$ cat config.mk
export PLATFORM = sky130hd
export DESIGN_NAME = htwd_ctrl
export DESIGN_NICKNAME = d
export VERILOG_FILES = /design/src/rtl/core/assert_macros.svh /design/src/rtl/core/htwd_pkg.sv /design/src/rtl/core/htwd_ctrl.sv
export SDC_FILE = /design/constraint.sdc
export NUM_CORES = 1
export LEC_CHECK = 0
export ABC_AREA = 1
export BUFFER_PORTS_ARGS = -buffer_cell sky130_fd_sc_hd__buf_4
export CAP_MARGIN = 20
export CELL_PAD_IN_SITES_DETAIL_PLACEMENT = 1
export CELL_PAD_IN_SITES_GLOBAL_PLACEMENT = 1
export CORE_MARGIN = 10
export CORE_UTILIZATION = 20
export DETAILED_ROUTE_END_ITERATION = 12
export GPL_TIMING_DRIVEN = 0
export PLACE_DENSITY_LB_ADDON = 0.08
export SETUP_SLACK_MARGIN = 0.15
export SYNTH_ARGS = -nofsm -noshare
export SYNTH_HDL_FRONTEND = slang
export SYNTH_SLANG_ARGS = --single-unit
$ cat constraint.sdc
create_clock -name clk -period 1.09 [get_ports clk]
set_input_delay 0.218 -clock clk [delete_from_list [all_inputs] [get_ports clk]]
set_output_delay 0.218 -clock clk [all_outputs]
set_load 0.005 [all_outputs]
$ cat src/rtl/core/assert_macros.svh
// ----------------------------------------------------------------------------
// assert_macros.svh
// Concurrent assertion shorthands used by the decoder top.
// ----------------------------------------------------------------------------
`ifndef ASSERT_MACROS_SVH
`define ASSERT_MACROS_SVH

// Same-cycle implication, sampled on the rising clock, off during reset.
`define ASSERT_IMPLIES(lbl, clk, rst_n, ante, cons, msg) \
    lbl: assert property (@(posedge clk) disable iff (!rst_n) (ante) |-> (cons)) \
        else $error(msg);

// Next-cycle implication, sampled on the rising clock, off during reset.
`define ASSERT_NEXT(lbl, clk, rst_n, ante, cons, msg) \
    lbl: assert property (@(posedge clk) disable iff (!rst_n) (ante) |=> (cons)) \
        else $error(msg);

`endif

$ cat src/rtl/core/htwd_pkg.sv
// ----------------------------------------------------------------------------
// htwd_pkg
// Shared types and constants of the tree-walk decoder.
// ----------------------------------------------------------------------------
package htwd_pkg;

    localparam int INDEX_W  = 8;  // width of the node index fields on the ports
    localparam int SYMBOL_W = 8;  // width of the symbol fields on the ports

    typedef enum logic [1:0] {
        ST_IDLE,
        ST_FETCH,
        ST_CHECK,
        ST_HOLD
    } st_t;

    // How the current transaction finishes.
    typedef enum logic [1:0] {
        FIN_NONE,
        FIN_PLAIN,
        FIN_STUCK,
        FIN_CHECK
    } fin_t;

    typedef struct packed {
        logic from_in;    // item fields come straight from the input ports
        logic use_rd;     // current node entry comes from the read data
        logic capture;    // latch the accepted item
        logic mem_wr;     // write one node entry
        logic rd_cur;     // read the entry at the cursor
        logic rd_child;   // read the entry of the selected child
        logic take_cur;   // cache the read data as the current node entry
        fin_t fin;
        logic emit_live;  // load the output register with the live result
        logic emit_held;  // load the output register with the held result
    } ctrl_cmd_t;

    typedef struct packed {
        logic stuck;
        logic cur_ok;
        logic child_present;
        logic out_free;
    } ctrl_sts_t;

endpackage

$ cat src/rtl/core/htwd_ctrl.sv
// ----------------------------------------------------------------------------
// htwd_ctrl
// Sequencer of the tree-walk decoder: one item at a time.
// ----------------------------------------------------------------------------
module htwd_ctrl
    import htwd_pkg::*;
(
    input  logic      clk,
    input  logic      rst_n,
    input  logic      in_valid,
    input  logic      kind,
    input  ctrl_sts_t sts,
    output logic      in_ready,
    output ctrl_cmd_t cmd
);

    st_t state_reg;
    st_t state_next;

    always_ff @(posedge clk or negedge rst_n)
    begin
        if (!rst_n)
        begin
            state_reg <= ST_IDLE;
        end
        else
        begin
            state_reg <= state_next;
        end
    end

    always_comb
    begin
        state_next   = state_reg;
        cmd          = '0;
        cmd.fin      = FIN_NONE;
        in_ready     = 1'b0;
        // selectors depend on the state only, never on status
        cmd.from_in  = (state_reg == ST_IDLE);
        cmd.use_rd   = (state_reg == ST_FETCH);

        case (state_reg)
            ST_IDLE:
            begin
                in_ready = 1'b1;
                if (in_valid)
                begin
                    cmd.capture = 1'b1;
                    if (!kind)
                    begin
                        cmd.mem_wr = 1'b1;
                        cmd.fin    = FIN_PLAIN;
                    end
                    else if (sts.stuck)
                    begin
                        cmd.fin = FIN_PLAIN;
                    end
                    else if (!sts.cur_ok)
                    begin
                        cmd.rd_cur = 1'b1;
                        state_next = ST_FETCH;
                    end
                    else if (!sts.child_present)
                    begin
                        cmd.fin = FIN_STUCK;
                    end
                    else
                    begin
                        cmd.rd_child = 1'b1;
                        state_next   = ST_CHECK;
                    end
                end
            end

            ST_FETCH:
            begin
                cmd.take_cur = 1'b1;
                if (!sts.child_present)
                begin
                    cmd.fin = FIN_STUCK;
                end
                else
                begin
                    cmd.rd_child = 1'b1;
                    state_next   = ST_CHECK;
                end
            end

            ST_CHECK:
            begin
                cmd.fin = FIN_CHECK;
            end

            ST_HOLD:
            begin
                if (sts.out_free)
                begin
                    cmd.emit_held = 1'b1;
                    state_next    = ST_IDLE;
                end
            end

            default:
            begin
                state_next = ST_IDLE;
            end
        endcase

        // result goes out now if the output register is free, else it waits
        if (cmd.fin != FIN_NONE)
        begin
            if (sts.out_free)
            begin
                cmd.emit_live = 1'b1;
                state_next    = ST_IDLE;
            end
            else
            begin
                state_next = ST_HOLD;
            end
        end
    end

endmodule

==> results of run 1 <==
[power breakdown]
group,internal [mW],switching [mW]
combinational,0.786,0.595
sequential,0.116,0.0534
clock,0.122,0.0542
[path summary, 6_finish.rpt]
| path | endpoint | slack, ns | depth (start not counted) | from |
|---|---|---|---|---|
| max | cmd[1] | -0.42 | 8 | state_reg[1]$_DFFE_PN0P_ |
| min | state_reg[0]$_DFFE_PN0P_ | 0.30 | 2 | rst_n |
| max reg2reg | state_reg[1]$_DFFE_PN0P_ | -0.13 | 8 | state_reg[1]$_DFFE_PN0P_ |
| min reg2reg | state_reg[0]$_DFFE_PN0P_ | 0.65 | 2 | state_reg[0]$_DFFE_PN0P_ |
| max in group asynchronous | state_reg[0]$_DFFE_PN0P_ | 0.70 | 2 | rst_n |
| min in group clk | state_reg[0]$_DFFE_PN0P_ | 0.30 | 4 | sts[0] |
[kinds of logic after synthesis]
group / count (synthesis)
compound gates: 1
buf+inv: 16
flops: 2
simple gates: 28
[cell usage after synthesis]
cell      number
inv_1         11
nand2_1        9
nand3_1        5
nor2_1         5
nand2_2        3
nor3_1         3
buf_4          2
dfrtp_1        2
inv_2          2
a21oi_4        1
clkbuf_8       1
nand2_4        1
nand3_2        1
nor2_2         1
[metal layers]
metal	GRT usage	up-vias	wire, um
met3	0.0221	2	79
met2	0.0951	16	554
met5	0	-	0
met1	0.0699	180	448
li1	-	206	-
met4	0.0604	0	28
[critical path: stages, from the launching register on]
cell     delay (ns)
dfrtp_1        0.38
buf_8          0.15
nand2_4        0.07
inv_2          0.04
a21oi_4        0.13
nand3_2        0.08
nand2_1        0.06
inv_1          0.03
buf_4          0.12
[through the flow]
| stage | hold slack, ns | setup slack (ns) | setup TNS (ns) | instances |
|---|---|---|---|---|
| final | 0.295 | -0.424 | -4.34 | 97 |
| after global routing | 0.299 | -0.499 | -5.19 | 97 |
| after floorplan | -0.0776 | -0.0547 | -0.0547 | 47 |
| after CTS | 0.295 | -0.418 | -4.11 | 94 |
| after global placement | 0.000678 | -0.255 | -0.955 | 81 |
| after detailed placement | 0.000996 | -0.251 | -0.902 | 81 |
[what timing repair did]
| action | 4_1_cts | 5_1_grt |
|---|---|---|
| pin swaps | 3 | 3 |
| hold buffers | 1 | 0 |
| setup endpoints to repair | 14 | 14 |
| resized for setup | 9 | 15 |
| endpoints found under the hold margin | 2 | 0 |
| setup buffers | 9 | 3 |
[area by class of cell]
cell class | count | area [sq um]
Clock buffer | 3 | 22.5
Timing Repair Buffer | 32 | 262
Tap cell | 15 | 18.8
Buffer | 3 | 30.0
Fill cell | 171 | 671
Sequential cell | 2 | 51.3
Inverter | 13 | 51.3
Multi-Input combinational cell | 29 | 211
==> flow_summary.yaml, run 1 <==
outcome:
  outcome: "complete, but fails checks"
  violations: "negative setup slack"
sta:
  period_minus_slack_ns: 1.51
  period_share: 1.39
  hold_viol_final: 0
  setup_viol: 14
  tightestPinTransition_ns: 0.187
  max_freq_mhz: 661
  grt_setup_unrepaired: "yes"
  setup_ws_ns: -0.424
  clock_skew_ns: 0.00787
  maxSlewViolCount: 0
  relSlewSlack: 0.875
route:
  firstDrtPassIters: 2
  routed_wl_um: 1110
  wl_per_cell_um: 11.5
  antenna_left: 0
  drcViolationCount: 0
  drt-initial-drc-count: 4
  vias: 404
  viasPerCell: 4.16
global_routing:
  grt_max_degree: 7
  grt_overflow_total: 0
  grt_pass1_vias: 407
  grt_pass1_wl_um: 1700
  grt.total_usage: 0.0645
  antenna_found_initial: 0
logic_synthesis:
  syn_nets: 55
  yosys.area.top_type: "dfrtp_1"
  synth-seq-cells: 2
  synth_compound_area_frac: 0.0575
  synthSimpleGateAreaFrac: 0.491
  ys_top_cells_by_area: "dfrtp_1, inv_1, nand2_1"
  yosysSeqAreaShare: 0.177
  synthCells: 47
  ys.warnings.count: 0
  synthMuxAreaShare: 0
  synth_adder_area_share: 0
  netlist_area_sq_um: 283
  avgSynthCellArea_sq_um: 6.02
  synth_xor_xnor_area_share: 0
  synth_top_family_by_area: "simple AND/OR/NAND/NOR gates"
  synth.top_cell.area_share: 0.177
  synth.distinct_cells: 14
floorplan:
  die_y_um: 57.6
  dieArea_sq_um: 3320
  fp.coreArea_sq_um: 1320
  die_w_um: 57.6
  ioPinCount: 20
  initial_core_util: 0.215
  rows: 13
cells_and_area:
  nNetsFinal: 92
  diodes: 0
  largest_reg_flops: 2
  final_core_util: 0.491
  syn_to_final_growth_pct: 129
  most-common-layout-cells: "buf_4, inv_1, nand2_1"
  drive_gt1_frac: 0.720
  design_area_sq_um: 647
  final_common_cell: "buf_4"
clock_network:
  cts_tree: "built"
  clk_latency_ns: 0.24
  clockBufferDepth: 2
  htreeDepth: 1
  clkTransAtPathRegs_ns: 0.04
  cts_buffers: 3
  cts-root-buf: "clkbuf_4"
  cts_sinks: 2
power_and_ir_drop:
  ir_drop_v: 0.00103
  p_leak_nw: 0.378
  cellPowerDensity_nw_per_um2: 2670
  power_mw: 1.73
place:
  place_hpwl_um: 782
  io_buffers: 19
  gpl.final_weighted_congestion: 0.692
  place_area_sq_um: 449
critical_path:
  cp_max_fo: 6
  endpoint_kind: "primary output"
  worstPathArrival_ns: 1.30
  required_ns: 0.87
  critical_path_class: "flip-flop to primary output"
  cp-start-kind: "flip-flop"
min_path:
  hp-class: "input pin to async pin"
job:
  max_cap_viol_count: 0
(Power assumes the default switching activity.)
==> run 2, diff against run 1 <==
Settings changed: PLACE_DENSITY set to 0.72, PLACE_DENSITY_LB_ADDON 0.08 to not set.
==> flow_summary.yaml, run 2 (synthesis results as in run 1) <==
floorplan:
  dieArea_sq_um: 3320
  die_w_um: 57.6
  fp.coreArea_sq_um: 1320
  die_y_um: 57.6
  ioPinCount: 20
  initial_core_util: 0.215
  rows: 13
critical_path:
  endpoint_kind: "primary output"
  crit_start: "state_reg[0]$_DFFE_PN0P_"
  critical_path_class: "flip-flop to primary output"
  cp_cell_sequence: "inv_4, nand2_4, nor2_4, nand2_2, nand3_2, nand2_2, inv_2, buf_6"
  slowest_delay_ns: 0.45
  required_ns: 0.87
  r2r_end: "state_reg[0]$_DFFE_PN0P_"
  cp_max_fo: 5
  worstRegToRegCells: 6
  crit_path_frequent_cell: "nand2_2"
  slowest_stage: "dfrtp_2"
  reg2reg_slack_ns: -0.15
  endpoint: "cmd[1]"
  worstPathArrival_ns: 1.32
  r2r-start: "state_reg[0]$_DFFE_PN0P_"
  cp-start-kind: "flip-flop"
route:
  antenna_left: 0
  viasPerCell: 4.28
  vias: 428
  firstDrtPassIters: 3
  drcViolationCount: 0
  wl_per_cell_um: 13.7
  routed_wl_um: 1370
  drt-initial-drc-count: 7
global_routing:
  grt_pass1_vias: 446
  grt.total_usage: 0.0727
  grt_overflow_total: 0
  use_met1: 0.0722
  grt_pass1_wl_um: 1930
  grt_use_met3: 0.0354
  use_met2: 0.121
  grt_most_used_layer: "met2"
  grt_max_degree: 9
  antenna_found_initial: 0
cells_and_area:
  final_common_cell: "buf_4"
  fillers: 171
  drive_gt1_frac: 0.753
  most-common-layout-cells: "buf_4, buf_6, inv_1, nand2_1, inv_2"
  syn_to_final_growth_pct: 147
  largest_reg_flops: 2
  design_area_sq_um: 698
  final_core_util: 0.530
  fin_cells: 100
  diodes: 0
  nNetsFinal: 95
place:
  place_area_sq_um: 449
  place_hpwl_um: 801
  io_buffers: 19
  gpl.final_weighted_congestion: 0.726
  place_ws_ns: -0.249
  dp_cells: 81
clock_network:
  clkTransAtPathRegs_ns: 0.03
  cts_buffers: 3
  cts-root-buf: "clkbuf_4"
  htreeDepth: 1
  clk_latency_ns: 0.24
  cts_tree: "built"
  cts_sinks: 2
  clockBufferDepth: 2
power_and_ir_drop:
  cellPowerDensity_nw_per_um2: 2740
  power_mw: 1.91
  ir_drop_v: 0.000923
  p_leak_nw: 0.406
job:
  max_cap_viol_count: 0
sta:
  max_freq_mhz: 652
  relSlewSlack: 0.866
  period_minus_slack_ns: 1.53
  maxSlewViolCount: 0
  tightestPinTransition_ns: 0.200
  setup_viol: 14
  hold_viol_final: 0
  whs_ns: 0.314
  grt_setup_unrepaired: "yes"
  clock_skew_ns: 0.00576
  tns_ns: -4.60
  setup_ws_ns: -0.445
  period_share: 1.41
outcome:
  violations: "negative setup slack"
  outcome: "complete, but fails checks"
min_path:
  hp-class: "input pin to async pin"
[run 2: changes by cell type in the layout (fill, tap and decap cells not counted), moves of 2 or more]
cell,change
buf_4,-3
buf_6,+6
nand3_1,-2
nand3_2,+2
[run 2: critical path: cells and delay by family (launching register included)]
kind / cells / cell delay [ns]
flops: 1 / 0.45
buf+inv: 3 / 0.24
simple gates: 5 / 0.38
[run 2: timing repair]
action / in CTS / in global routing
pin swaps: 5 / 9
hold buffers: 1 / 0
gates resized for setup: 15 / 17
buffers inserted: 6 / 9
cloned: 0 / 0
endpoints found under the setup margin: 14 / 14
hold endpoints to repair: 2 / 0
[run 2: per-layer routing]
metal,routed length (um),part of all wire
met5,0,0
met4,34,0.025
met1,474,0.35
met2,738,0.54
met3,122,0.089
[run 2: report_power, final]
part           total [mW]  switching, mW  internal, mW
registers           0.168         0.0516         0.116
clock network       0.177         0.0549         0.123
logic                1.57          0.665         0.900
total                1.91          0.772          1.14
[run 2: how the worst min path moves through the flow]
stage	from	end	slack, ns	cells after the start
floorplan	rst_n	state_reg[0]$_DFFE_PN0P_	-0.08	0
global placement	rst_n	state_reg[1]$_DFFE_PN0P_	0.00009	1
detailed placement	rst_n	state_reg[1]$_DFFE_PN0P_	0.0006	1
CTS	sts[0]	state_reg[0]$_DFFE_PN0P_	0.30	4
global route	rst_n	state_reg[0]$_DFFE_PN0P_	0.32	2
finish	rst_n	state_reg[0]$_DFFE_PN0P_	0.31	2
[run 2: cell type report]
class / instances / area (sq um) / area share
multi-input combinational: 29 / 218 / 0.312
sequential: 2 / 51.3 / 0.0735
buffer: 3 / 37.5 / 0.0538
clock buffer: 3 / 22.5 / 0.0323
tap: 15 / 18.8 / 0.0269
timing repair buffer: 35 / 299 / 0.428
inverter: 13 / 51.3 / 0.0735
==> run 3, diff against run 2 <==
Settings changed: PLACE_DENSITY 0.72 to 0.66.
==> flow_summary.yaml, run 3 (synthesis results as in run 1) <==
global_routing:
  grt_overflow_total: 0
  grt_pass1_wl_um: 1980
  grt.total_usage: 0.0727
  antenna_found_initial: 0
  grt_max_degree: 7
  grt_pass1_vias: 425
clock_network:
  cts_sinks: 2
  clkTransAtPathRegs_ns: 0.03
  cts_buffers: 3
  clk_latency_ns: 0.23
  clockBufferDepth: 2
  htreeDepth: 1
  cts_tree: "built"
  cts-root-buf: "clkbuf_4"
critical_path:
  r2r-start: "state_reg[1]$_DFFE_PN0P_"
  worstPathArrival_ns: 1.31
  required_ns: 0.87
  critical_path_class: "flip-flop to primary output"
  cp_max_fo: 5
  endpoint_kind: "primary output"
  cp-start-kind: "flip-flop"
  crit_buf_inv: 3
  slowest_stage: "dfrtp_2"
  critPathTopFamily: "flip-flops"
  worstRegToRegCells: 9
  reg2reg_slack_ns: -0.23
  slowest_delay_ns: 0.44
  cp_cell_sequence: "inv_4, nand2_4, nor2_4, nand2_2, nand3_2, nand2_1, inv_1, buf_4"
  r2r_end: "state_reg[1]$_DFFE_PN0P_"
power_and_ir_drop:
  p_leak_nw: 0.395
  power_frac_comb: 0.817
  clkPwrFrac: 0.093
  cellPowerDensity_nw_per_um2: 2740
  switchingPower_uw: 723
  intPower_mw: 1.09
  power_frac_seq: 0.090
  power_mw: 1.81
  ir_drop_v: 0.00106
  switching_share: 0.398
route:
  antenna_left: 0
  drcViolationCount: 0
  viasPerCell: 4.26
  vias: 430
  firstDrtPassIters: 4
  routed_wl_um: 1310
  drt-initial-drc-count: 4
  wl_per_cell_um: 13.0
sta:
  max_freq_mhz: 653
  clock_skew_ns: 0.00333
  relSlewSlack: 0.877
  setup_viol: 14
  maxSlewViolCount: 0
  period_share: 1.40
  grt_setup_unrepaired: "yes"
  tightestPinTransition_ns: 0.184
  setup_ws_ns: -0.441
  whs_ns: 0.309
  period_minus_slack_ns: 1.53
  hold_viol_final: 0
floorplan:
  initial_core_util: 0.215
  rows: 13
  die_w_um: 57.6
  die_y_um: 57.6
  dieArea_sq_um: 3320
  ioPinCount: 20
  fp.coreArea_sq_um: 1320
cells_and_area:
  fillers: 173
  diodes: 0
  drive_gt1_frac: 0.698
  most-common-layout-cells: "buf_4, inv_1, nand2_1, nand3_1"
  largest_reg_flops: 2
  nNetsFinal: 96
  syn_to_final_growth_pct: 134
  final_common_cell: "buf_4"
  final_core_util: 0.502
place:
  gpl.final_weighted_congestion: 0.712
  place_hpwl_um: 791
  io_buffers: 19
  place_ws_ns: -0.259
outcome:
  outcome: "complete, but fails checks"
  violations: "negative setup slack"
min_path:
  hp-class: "input pin to async pin"
job:
  max_cap_viol_count: 0
[run 3: cell types whose count changed in the layout (fill, tap and decap cells not counted)]
cell     previous run  this run
nand3_2             3         1
nand2_1             6         7
buf_6              11         4
inv_1               7         9
nand3_1             3         5
buf_4              25        33
nand2_4             3         2
inv_2               5         3
[run 3: power by group through the flow]
stage | Combinational, mW | Clock [mW] | Sequential, mW
3_3_place_gp | 0.887 | 0 | 0.157
3_5_place_dp | 0.904 | 0 | 0.153
6_report | 1.48 | 0.169 | 0.163
2_1_floorplan | 0.530 | 0 | 0.144
4_1_cts | 1.18 | 0.179 | 0.160
5_1_grt | 1.61 | 0.192 | 0.170
[run 3: per-layer routing]
layer | up-vias | global-route usage | share of wire
met3 | 2 | 0.0332 | 0.10
met4 | 0 | 0.0403 | 0.011
met5 | - | 0 | 0
li1 | 213 | - | -
met2 | 14 | 0.124 | 0.55
met1 | 201 | 0.0709 | 0.33
[run 3: worst max-delay path by stage]
stage | startpoint | slack, ns | cells past startpoint | endpoint
2_1_floorplan | state_reg[0]$_DFFE_PN0P_ | -0.05 | 7 | cmd[1]
3_3_place_gp | state_reg[0]$_DFFE_PN0P_ | -0.26 | 8 | cmd[1]
3_5_place_dp | state_reg[0]$_DFFE_PN0P_ | -0.26 | 8 | cmd[1]
4_1_cts | state_reg[0]$_DFFE_PN0P_ | -0.43 | 8 | cmd[1]
5_1_grt | state_reg[0]$_DFFE_PN0P_ | -0.54 | 8 | cmd[1]
6_report | state_reg[0]$_DFFE_PN0P_ | -0.44 | 8 | cmd[1]
[run 3: metrics by stage]
step           instance area (sq um)  setup TNS, ns  instances
2_1_floorplan                    288        -0.0547         47
3_3_place_gp                     449         -0.991         81
3_5_place_dp                     449         -0.911         81
4_1_cts                          566          -4.16         92
5_1_grt                          662          -6.13        101
6_report                         662          -5.16        101
[run 3: layout make-up]
| type | instances | area [sq um] | area share |
|---|---|---|---|
| plain buffers | 3 | 30.0 | 0.0454 |
| inverters | 13 | 51.3 | 0.0775 |
| clock buffers | 3 | 22.5 | 0.0340 |
| well taps | 15 | 18.8 | 0.0284 |
| multi-input cells | 29 | 200 | 0.302 |
| flip-flops and latches | 2 | 51.3 | 0.0775 |
| repair buffers | 36 | 288 | 0.435 |
[run 3: repair_timing]
item / 4_1_cts / 5_1_grt
endpoints found under the setup margin: 14 / 14
endpoints found under the hold margin: 2 / 0
hold buffers: 1 / 0
buffers inserted: 7 / 9
gates cloned: 0 / 0
pin swaps: 6 / 6
gates resized for setup: 9 / 10
